===== src/rtl/core/tfr_pkg.sv =====
// Shared types and constants for the telemetry frame receiver.
// No dependencies; used by every module of the block.
package tfr_pkg;

    localparam logic [7:0] HDR_FIRST  = 8'h00;
    localparam logic [7:0] HDR_SECOND = 8'h01;

    localparam int FRAME_LEN = 20;
    localparam int SUM_LEN   = 19;
    localparam int POS_W     = 5;
    localparam int NUM_WORDS = 9;
    localparam int WORD_W    = 16;
    localparam int BYTE_W    = 8;

    // 9 sensor words + frame counter byte
    localparam int M_DATA_W  = NUM_WORDS * WORD_W + BYTE_W;

    localparam logic [POS_W-1:0] POS_LAST = POS_W'(SUM_LEN);

    localparam logic [1:0] PH_HUNT0   = 2'd0;
    localparam logic [1:0] PH_HUNT1   = 2'd1;
    localparam logic [1:0] PH_PAYLOAD = 2'd2;

    typedef logic [BYTE_W-1:0] byte_t;
    typedef logic signed [WORD_W-1:0] word_t;

    // finished frame, from the collector to the output stage
    typedef struct packed {
        logic                  valid;
        logic                  sum_ok;
        byte_t                 frame_count;
        word_t [NUM_WORDS-1:0] words;
    } frame_res_t;

    // collector status seen by the flow control
    typedef struct packed {
        logic at_last;
    } coll_stat_t;

endpackage


===== src/rtl/core/telemetry_frame_receiver.sv =====
// Top level of the telemetry frame receiver.
// Depends on tfr_pkg, tfr_frame_collector and tfr_out_stage.
//
// Takes one byte per transfer, every cycle while s_tready is high. It hunts for
// the header 0x00 0x01, collects 20 payload bytes and, on the last one,
// registers a frame: nine little-endian signed words, the frame counter and a
// checksum-match flag. A frame appears on the m_ side the cycle after its last
// byte. Input is held off only when the last byte of a frame is due while the
// previous frame still sits unacknowledged in the single output register.
module telemetry_frame_receiver (
    input  logic                          aclk,
    input  logic                          aresetn,
    input  logic                          s_tvalid,
    output logic                          s_tready,
    input  logic [7:0]                    s_tdata,   // [7:0] byte_in
    output logic                          m_tvalid,
    input  logic                          m_tready,
    // [15:0] accel_x, [31:16] accel_y, [47:32] accel_z, [63:48] angle_x,
    // [79:64] angle_y, [95:80] angle_z, [111:96] temp_inside,
    // [127:112] temp_outside, [143:128] altitude_raw, [151:144] frame_count
    output logic [tfr_pkg::M_DATA_W-1:0]  m_tdata,
    output logic [0:0]                    m_tuser    // [0] sum_ok
);

    tfr_pkg::frame_res_t res;
    tfr_pkg::coll_stat_t stat;
    logic                in_fire;

    assign s_tready = !stat.at_last || !m_tvalid || m_tready;
    assign in_fire  = s_tvalid && s_tready;

    tfr_frame_collector u_coll (
        .aclk    (aclk),
        .aresetn (aresetn),
        .in_fire (in_fire),
        .in_byte (s_tdata),
        .res     (res),
        .stat    (stat)
    );

    tfr_out_stage u_out (
        .aclk     (aclk),
        .aresetn  (aresetn),
        .res      (res),
        .m_tready (m_tready),
        .m_tvalid (m_tvalid),
        .m_tdata  (m_tdata),
        .m_tuser  (m_tuser)
    );

endmodule


===== src/rtl/core/tfr_frame_collector.sv =====
// Header hunt, payload capture and running checksum of the frame receiver.
// Depends on tfr_pkg.
module tfr_frame_collector (
    input  logic                aclk,
    input  logic                aresetn,
    input  logic                in_fire,
    input  tfr_pkg::byte_t      in_byte,
    output tfr_pkg::frame_res_t res,
    output tfr_pkg::coll_stat_t stat
);

    logic [1:0]                 phase_reg, phase_next;
    logic [tfr_pkg::POS_W-1:0]  pos_reg, pos_next;
    tfr_pkg::byte_t             sum_reg, sum_next;
    tfr_pkg::byte_t             store_reg [tfr_pkg::SUM_LEN];
    logic                       store_we;
    logic                       emit;

    always_comb begin
        phase_next = phase_reg;
        pos_next   = pos_reg;
        sum_next   = sum_reg;
        store_we   = 1'b0;
        emit       = 1'b0;
        if (in_fire) begin
            unique case (phase_reg)
                tfr_pkg::PH_HUNT1: begin
                    if (in_byte == tfr_pkg::HDR_SECOND) begin
                        pos_next   = '0;
                        sum_next   = '0;
                        phase_next = tfr_pkg::PH_PAYLOAD;
                    end else begin
                        phase_next = tfr_pkg::PH_HUNT0;
                    end
                end
                tfr_pkg::PH_PAYLOAD: begin
                    if (pos_reg < tfr_pkg::POS_LAST) begin
                        store_we = 1'b1;
                        sum_next = sum_reg + in_byte;
                        pos_next = pos_reg + 1'b1;
                    end else begin
                        emit       = 1'b1;
                        pos_next   = '0;
                        phase_next = tfr_pkg::PH_HUNT0;
                    end
                end
                default: begin
                    phase_next = (in_byte == tfr_pkg::HDR_FIRST) ? tfr_pkg::PH_HUNT1
                                                                  : tfr_pkg::PH_HUNT0;
                end
            endcase
        end
    end

    always_comb begin
        res.valid       = emit;
        res.sum_ok      = (sum_reg == in_byte);
        res.frame_count = store_reg[tfr_pkg::SUM_LEN-1];
        for (int k = 0; k < tfr_pkg::NUM_WORDS; k++) begin
            res.words[k] = {store_reg[2*k+1], store_reg[2*k]};
        end
        stat.at_last = (phase_reg == tfr_pkg::PH_PAYLOAD) && (pos_reg >= tfr_pkg::POS_LAST);
    end

    always_ff @(posedge aclk) begin
        if (!aresetn) begin
            phase_reg <= tfr_pkg::PH_HUNT0;
            pos_reg   <= '0;
            sum_reg   <= '0;
        end else begin
            phase_reg <= phase_next;
            pos_reg   <= pos_next;
            sum_reg   <= sum_next;
        end
    end

    always_ff @(posedge aclk) begin
        for (int i = 0; i < tfr_pkg::SUM_LEN; i++) begin
            if (store_we && (pos_reg == tfr_pkg::POS_W'(i))) begin
                store_reg[i] <= in_byte;
            end
        end
    end

endmodule


===== src/rtl/core/tfr_out_stage.sv =====
// Result register of the frame receiver: holds one frame until transferred.
// Depends on tfr_pkg.
module tfr_out_stage (
    input  logic                             aclk,
    input  logic                             aresetn,
    input  tfr_pkg::frame_res_t              res,
    input  logic                             m_tready,
    output logic                             m_tvalid,
    output logic [tfr_pkg::M_DATA_W-1:0]     m_tdata,
    output logic [0:0]                       m_tuser
);

    logic                            valid_reg, valid_next;
    logic [tfr_pkg::M_DATA_W-1:0]    data_reg;
    logic                            ok_reg;

    always_comb begin
        valid_next = valid_reg;
        if (res.valid) begin
            valid_next = 1'b1;
        end else if (m_tready) begin
            valid_next = 1'b0;
        end
    end

    always_ff @(posedge aclk) begin
        if (!aresetn) begin
            valid_reg <= 1'b0;
        end else begin
            valid_reg <= valid_next;
        end
    end

    always_ff @(posedge aclk) begin
        if (res.valid) begin
            data_reg <= {res.frame_count, res.words};
            ok_reg   <= res.sum_ok;
        end
    end

    assign m_tvalid   = valid_reg;
    assign m_tdata    = data_reg;
    assign m_tuser[0] = ok_reg;

endmodule


===== config.mk =====
export PLATFORM = sky130hd
export DESIGN_NAME = telemetry_frame_receiver
export DESIGN_NICKNAME = d
export VERILOG_FILES = /design/src/rtl/core/tfr_pkg.sv /design/src/rtl/core/telemetry_frame_receiver.sv /design/src/rtl/core/tfr_frame_collector.sv /design/src/rtl/core/tfr_out_stage.sv
export SDC_FILE = /design/constraint.sdc
export NUM_CORES = 1
export LEC_CHECK = 0
export BUFFER_PORTS_ARGS = -buffer_cell sky130_fd_sc_hd__buf_2
export CORE_ASPECT_RATIO = 0.5
export CORE_MARGIN = 5
export CORE_UTILIZATION = 60
export DETAILED_ROUTE_END_ITERATION = 16
export PLACE_DENSITY = 0.85
export REMOVE_ABC_BUFFERS = 1
export SYNTH_ARGS = -nofsm -noshare
export SYNTH_HDL_FRONTEND = slang
export SYNTH_SLANG_ARGS = --single-unit

===== constraint.sdc =====
create_clock -name aclk -period 25.3 [get_ports aclk]
set_input_delay 2.53 -clock aclk [delete_from_list [all_inputs] [get_ports aclk]]
set_output_delay 2.53 -clock aclk [all_outputs]
set_load 0.01 [all_outputs]

## Yosys cells after proc, flatten, opt, wreduce, memory -nomap -nowiden

Memories as Yosys holds them, arrays and structs flattened. A register that Yosys moved wholly into a read port is not among the register bits.
Index checks and enable logic that the tools add are counted.

| storage, ports and cells | value |
|---|---|
| bits in registers | 17 |
| input bits | 12 |
| logic and storage cells | 195 |
| output and inout port bits | 155 |
| memory bits (writable) | 152 |
| memories kept | 1 |

Memory list:

| memory | words | width | read ports | clocked after memory_dff | wr ports | RTL line | text |
|---|---|---|---|---|---|---|---|
| u_coll.store_reg | 19 | 8 | 19 | 19 | 1 | tfr_frame_collector.sv:15 | `tfr_pkg::byte_t store_reg [tfr_pkg::SUM_LEN];` |

| operators by class | value |
|---|---|
| reduce and logical (&&, ||, !) cells | 50 |
| mux-type cells | 110 |
| $add $sub $neg | 2 |
| order comparisons | 2 |
| equality and inequality tests | 25 |

Operators by type and width:

| operator | number |
|---|---|
| 2-to-1 mux 8 bit | 20 |
| OR reduction 8 bit | 18 |
| 2-to-1 mux 5 bit | 20 |
| 2-to-1 mux 1 bit | 65 |
| == test 5 x 4 -> 1 bit, second input constant | 8 |
| logical AND 1 bit | 21 |
| == test 5 x 3 -> 1 bit, second input constant | 4 |
| case mux 8 bit (2 select lines) | 1 |
| == test 5 bit, second input constant | 3 |
| == test 5 x 2 -> 1 bit, second input constant | 2 |
| case mux 5 bit (2 select lines) | 1 |
| adder 8 bit | 1 |
| == test 8 x 1 -> 1 bit, second input constant | 1 |
| == test 8 bit | 1 |
| logical NOT 8 bit | 1 |
| adder 5 x 1 -> 5 bit, second input constant | 1 |
| == test 5 x 1 -> 1 bit, second input constant | 1 |
| greater-or-equal comparator 5 bit, second input constant | 1 |
| logical NOT 5 bit | 1 |
| less-than comparator 5 bit, second input constant | 1 |
| 2-to-1 mux 2 bit | 2 |
| != test 2 x 1 -> 1 bit, second input constant | 2 |
| case mux 2 bit (2 select lines) | 1 |
| AND reduction 4 bit | 1 |
| 8 further kinds | 11 |

## Longest topological paths before layout

Gate-level depths: netlist of run 1.

| depth | value |
|---|---|
| depth in word-level cells | 29 |
| depth in mapped cells | 7 |
| mapped depth without buffers | 7 |

## By module

A second synthesis of run 1 with hierarchy kept.

| second synthesis, totals | value |
|---|---|
| cells, all modules | 490 |
| area, all modules | 10602.7 µm² |

Modules (own cells, without submodules):

| module | seq. area each (µm²) | times used | area each (µm²) | cells each |
|---|---|---|---|---|
| tfr_frame_collector | 4864.7 | 1 | 5940.7 | 332 |
| tfr_out_stage | 4614.4 | 1 | 4635.7 | 156 |
| telemetry_frame_receiver | 0.0 | 1 | 26.3 | 2 |

## Worst setup path after synthesis of run 1

Ideal clock, no wire load.

| timing | value |
|---|---|
| path type | input to register |
| start | input m_tready |
| end | register u_out.data_reg (netlist bit m_tdata[0]) (read register of u_coll.store_reg) (enable) |
| required time | 24.447 ns |
| slack | 11.335 ns |
| arrival time | 13.113 ns |
| buffers on the path | 0 |
| cell stages on the path | 3 |
| library setup time | 0.853 ns |
| cells stage by stage | nand4b_2 > o21ai_4 > nor3_1 |

RTL lines:

| what | RTL line | text |
|---|---|---|
| from (decl) | telemetry_frame_receiver.sv:17 | `input logic m_tready,` |
| to (decl) | tfr_out_stage.sv:14 | `logic [tfr_pkg::M_DATA_W-1:0] data_reg;` |

## Worst setup path after layout of run 1

| timing | value |
|---|---|
| start | input m_tready |
| end | output s_tready |

| between the ends | value |
|---|---|
| word-level cells in the longest chain between the ends | 1 |

Ends and longest elaborated chain:

| what | RTL line | text |
|---|---|---|
| logical OR 1 bit | telemetry_frame_receiver.sv:29 | `assign s_tready = !stat.at_last \|\| !m_tvalid \|\| m_tready;` |
| to (decl) | telemetry_frame_receiver.sv:14 | `output logic s_tready,` |

Every way passes these cells.

==> results.yml, run 1 <==
run_status:
  outcome: "finished clean"
floorplanning:
  start_util: 0.611
  die_w_um: 198
  ioPinCount: 167
  rows: 34
  die_area_sq_um: 20600
  core_sq_um: 17400
  die_h_um: 104
synth:
  synth_most_common_cell: "edfxtp_1"
  synth_top_area_frac: 0.863
  ys.flop_type: "edfxtp_1"
  netlist_area_sq_um: 10600
  synth-seq-cells: 321
  yosysUniqueCellTypes: 55
  synth_area_leader_cell: "edfxtp_1"
  synthTopCellsByCount: "edfxtp_1, nor2_1, and2_1"
  synthTopCellsByArea: "edfxtp_1, dfxtp_1, ha_1, and2_1, nor2_1"
  yosysWarningCount: 0
  synth_edf_count: 305
  ys_async_sr_fraction: 0
  synth.avg_cell_area_sq_um: 22.1
  synthCells: 481
  yosysSeqAreaShare: 0.894
cts:
  cts-htree-levels: 1
  root_buffer: "clkbuf_16"
  clock_latency_ns: 0.53
  numCtsBuffers: 26
  cts_resized: 0
  cts_tree: "built"
  postCtsHoldBufs: 0
  path_clk_slew_ns: 0.06
  clk_path_buf_depth: 3
  postCtsSetupBuffers: 0
  cts.sinks: 321
global_routing:
  grt_overflow: 0
  grt_pass1_wl_um: 32000
  antenna_found_initial: 0
  track_usage: 0.204
  grt_max_degree: 77
  first_global_vias: 5401
place:
  hpwl_um: 12600
  dp_cells: 881
  place.gp.congestion: 0.815
  portBuffers: 166
finish:
  layout-drive-gt1-share: 0.308
  layout.nets: 702
  area_growth_pct: 18.0
  antennaDiodeCount: 0
  finalNonFillerCells: 928
power:
  finalPower_w: 0.000964
  power.leakage_nw: 4.35
  peakVddDrop_v: 0.0000677
  power_density_nw_per_um2: 77.0
routing:
  routed_via_density: 5.53
  ant_nets: 0
  vias: 5135
  wl_per_cell_um: 22.6
  first_pass_iters: 5
  wirelength_um: 21000
  drc_errors: 0
  drtIter0Drc: 523
sta:
  tightest_slew_ns: 0.999
  hold_viol: 0
  slew_violations: 0
  setup_viol: 0
  grt_setup_unrepaired: "false"
  slew-limit-headroom: 0.334
  max_clock_freq_mhz: 170
  final.setup.tns_ns: 0
  post-route-period-util: 0.233
  skew_ns: 0.0199
  timing.final.crit_period_ns: 5.90
worst_setup_path:
  cpMostUsedCell: "buf_2"
  cp_data_arrival_time_ns: 3.37
  cp_top_family: "simple AND/OR/NAND/NOR gates"
  crit_path_top_delay_cell: "or2_2"
  required_ns: 22.77
  end_kind: "primary output"
  max_stage_delay_ns: 0.33
  path_cells: "buf_2, nand4b_2, or2_2, buf_2"
  cp_max_fo: 3
  worst-path-buf-inv: 2
  critPathKind: "in2out"
  critPathLaunchType: "input port"
hold_path:
  hold_class: "reg2reg"
flow_run:
  max_cap_viol_count: 0
[placed cells by master, fill, tap and decap left out, drive strengths merged, types with 2 or more instances in the layout]
cell type and count:
or2 2, nor2 19, a22oi 4, ha 14, nand3 6, or3 2
o2111ai 2, o21ai 6, edfxtp 305, nor4 5, clkbuf 31, clkinv 15
xnor2 2, mux2i 2, nor2b 2, nand4 3, a31oi 2, nor3b 3
and3 3, nand2 10, nor3 4, dfxtp 16, a21oi 8, buf 169
o21a 4, o211ai 2, a211oi 2, inv 12, and2 18, and3b 2
[worst paths after layout]
kind,start,end,slack [ns],cells after the start
min reg2reg,u_coll.store_reg[15][3]$_DFFE_PP_,m_tdata[123]$_DFFE_PP_,0.41,0
max,m_tready,s_tready,19.40,4
min,u_coll.store_reg[15][3]$_DFFE_PP_,m_tdata[123]$_DFFE_PP_,0.41,0
max reg2reg,u_coll.pos_reg[0]$_SDFFE_PN0P_,m_tdata[21]$_DFFE_PP_,21.66,6
[per-layer routing]
layer,wire [um],global-route usage
met1,8080,0.258
met2,11300,0.374
met3,1260,0.0327
met4,372,0.0467
met5,0,0
[report_power, final]
group	switching [W]	internal (W)
Sequential	0.00000000255	0.000576
Combinational	0.00000880	0.00000199
Clock	0.000172	0.000205
[layout make-up]
class	count	area (sq um)
clock buffers	31	691
clock inverters	16	97.6
fillers	973	4840
inverters	12	45.0
multi-input cells	145	1060
flip-flops and latches	321	9480
well taps	234	293
repair buffers	169	853
[worst reg2reg max path: stages, from the launching register on]
cell,delay [ns]
dfxtp_1,0.42
ha_1,0.40
a2111oi_4,0.51
o21ai_4,0.16
nor3_2,0.16
buf_4,0.81
buf_4,0.76
[cell families after synthesis]
logic type	Yosys count	share of synthesized area
buffers and inverters	15	0.00672
AO/OA/AOI/OAI	40	0.0298
XOR/XNOR	3	0.00248
multiplexers	2	0.00189
adder cells (fa/ha/maj)	15	0.0184
flip-flops	321	0.894
AND/OR/NAND/NOR	85	0.0471
[through the flow]
step	utilization	hold WS, ns	area (sq um)	setup slack (ns)
floorplan	-	0.400	10600	11.33
global placement	0.676	0.401	11700	19.42
detailed placement	0.676	0.405	11700	19.40
CTS	0.721	0.416	12500	19.40
global route	0.721	0.422	12500	19.38
finish	0.721	0.412	12500	19.40
Note: power is estimated with default switching activity, not from simulation.
==> run 2: changes to the inputs <==
--- a/config.mk
+++ b/config.mk
@@ -8,9 +8,9 @@
 export BUFFER_PORTS_ARGS = -buffer_cell sky130_fd_sc_hd__buf_2
 export CORE_ASPECT_RATIO = 0.5
 export CORE_MARGIN = 5
-export CORE_UTILIZATION = 60
+export CORE_UTILIZATION = 50
 export DETAILED_ROUTE_END_ITERATION = 16
-export PLACE_DENSITY = 0.85
+export PLACE_DENSITY = 0.76
 export REMOVE_ABC_BUFFERS = 1
 export SYNTH_ARGS = -nofsm -noshare
 export SYNTH_HDL_FRONTEND = slang
==> constraint.sdc (replaced) <==
create_clock -name aclk -period 5.1 [get_ports aclk]
set_input_delay 0.51 -clock aclk [delete_from_list [all_inputs] [get_ports aclk]]
set_output_delay 0.51 -clock aclk [all_outputs]
set_load 0.01 [all_outputs]
==> run 2 against run 1 <==
  * Cell area rose by 0.36%
  * Sequential cell count did not move
  * Combinational power rose to 4.9 times the previous value
  * First-iteration DRC count decreased by 9.8%
  * Total power rose to 4.9 times the previous value
  * Register-to-register slack worse by 19 ns
  * Sequential share of layout area down 0.27 points
  * Count of clock-buffer cells in the layout increased by 8
  * Critical path type is now reg2reg
  * Largest cell class unchanged
==> results.yml, run 2 (synthesis results as in run 1) <==
sta:
  skew_ns: 0.0144
  slew_violations: 0
  timing.final.crit_period_ns: 2.78
  post-route-period-util: 0.545
  setup_viol: 0
  tightest_slew_ns: 1.03
  hold_viol: 0
  slew-limit-headroom: 0.310
  max_clock_freq_mhz: 360
  grt_setup_unrepaired: "false"
power:
  power_density_nw_per_um2: 380
  p_sw_w: 0.000869
  finalPower_w: 0.00477
  power.internal_w: 0.00390
  peakVddDrop_v: 0.000224
  p_seq_frac: 0.600
  clkPwrFrac: 0.389
  combPwrFrac: 0.011
  switching_share: 0.182
  power.leakage_nw: 4.34
cts:
  clock_latency_ns: 0.51
  cts-htree-levels: 1
  postCtsSetupBuffers: 0
  clk_path_buf_depth: 3
  numCtsBuffers: 27
  cts.sinks: 321
  root_buffer: "clkbuf_16"
  cts_resized: 0
  postCtsHoldBufs: 0
  cts_tree: "built"
  path_clk_slew_ns: 0.07
place:
  place.gp.congestion: 0.835
  hpwl_um: 12200
  dp_cells: 919
  portBuffers: 166
worst_setup_path:
  max_stage_delay_ns: 0.77
  worst-path-buf-inv: 1
  path_cells: "ha_1, a2111oi_4, o21ai_4, nor3_2, buf_4"
  end_kind: "flop"
  critPathLaunchType: "flop"
  cp_data_arrival_time_ns: 2.90
  required_ns: 5.22
  cp_top_family: "buffers and inverters"
  cp_max_fo: 81
  critPathKind: "reg2reg"
  crit_path_top_delay_cell: "buf_4"
flow_run:
  max_cap_viol_count: 0
finish:
  layout.nets: 702
  antennaDiodeCount: 0
  finalNonFillerCells: 968
  area_growth_pct: 18.5
  layout_common_cells: "edfxtp_1, buf_2, clkbuf_16"
  final_common_cell: "edfxtp_1"
  layout-drive-gt1-share: 0.302
global_routing:
  antenna_found_initial: 2
  grt_overflow: 0
  first_global_vias: 5056
  grt_pass1_wl_um: 30100
  grt_max_degree: 82
  track_usage: 0.162
routing:
  routed_via_density: 5.12
  vias: 4960
  wl_per_cell_um: 20.6
  drc_errors: 0
  first_pass_iters: 5
  drtIter0Drc: 472
  ant_nets: 0
  wirelength_um: 20000
floorplanning:
  die_area_sq_um: 24400
  core_sq_um: 20700
  ioPinCount: 167
  rows: 37
  start_util: 0.513
  die_h_um: 113
  die_w_um: 216
hold_path:
  hold_class: "in2reg"
run_status:
  outcome: "finished clean"
run 2: cell count changes in the layout (fill, tap and decap cells not counted):
cell	delta
buf_4	-1
clkinv_1	-3
clkbuf_1	+8
clkinv_2	-3
run 2: worst paths after layout:
check,start,endpoint,slack (ns),cells past startpoint
worst max-delay path,u_coll.pos_reg[0]$_SDFFE_PN0P_,m_tdata[86]$_DFFE_PP_,2.32,5
worst min-delay path,aresetn,u_coll.pos_reg[1]$_SDFFE_PN0P_,0.24,2
worst max register to register,u_coll.pos_reg[0]$_SDFFE_PN0P_,m_tdata[86]$_DFFE_PP_,2.32,5
worst min register to register,u_coll.store_reg[10][3]$_DFFE_PP_,m_tdata[83]$_DFFE_PP_,0.41,0
run 2: final cells by class:
type / count / area [sq um]
clock inverters: 10 / 71.3
well taps: 273 / 342
repair buffers: 168 / 846
multi-input cells: 145 / 1060
inverters: 12 / 45.0
flip-flops and latches: 321 / 9480
fillers: 1415 / 8130
clock buffers: 39 / 721
run 2: layer usage:
metal | wire length [um] | part of all wire | track usage | up-vias
met1 | 8070 | 0.40 | 0.210 | 2483
met2 | 10200 | 0.51 | 0.282 | 155
li1 | - | - | - | 2282
met4 | 411 | 0.021 | 0.0415 | 4
met5 | 21 | 0.0011 | 0 | -
met3 | 1220 | 0.061 | 0.0364 | 36
run 2: power groups by stage:
stage	Combinational (W)	Clock, W	Sequential, W
after floorplan	0.0000140	0	0.00292
after global placement	0.0000518	0	0.00292
after detailed placement	0.0000529	0	0.00292
after CTS	0.0000531	0.00189	0.00286
after global routing	0.0000575	0.00201	0.00286
final	0.0000532	0.00186	0.00286
run 2: worst register-to-register path, cell delays in order (launching register included):
cell	delay, ns
dfxtp_1	0.40
ha_1	0.34
a2111oi_4	0.47
o21ai_4	0.15
nor3_2	0.17
buf_4	0.77
run 2: per-stage QoR:
step	area, sq um	hold slack, ns	utilization	setup TNS (ns)	setup WS, ns
global route	12600	0.232	0.607	0	2.10
global placement	11800	0.401	0.569	0	2.48
floorplan	10600	0.400	-	-1114.73	-7.29
CTS	12600	0.220	0.607	0	2.33
detailed placement	11800	0.405	0.569	0	2.36
finish	12600	0.243	0.607	0	2.32
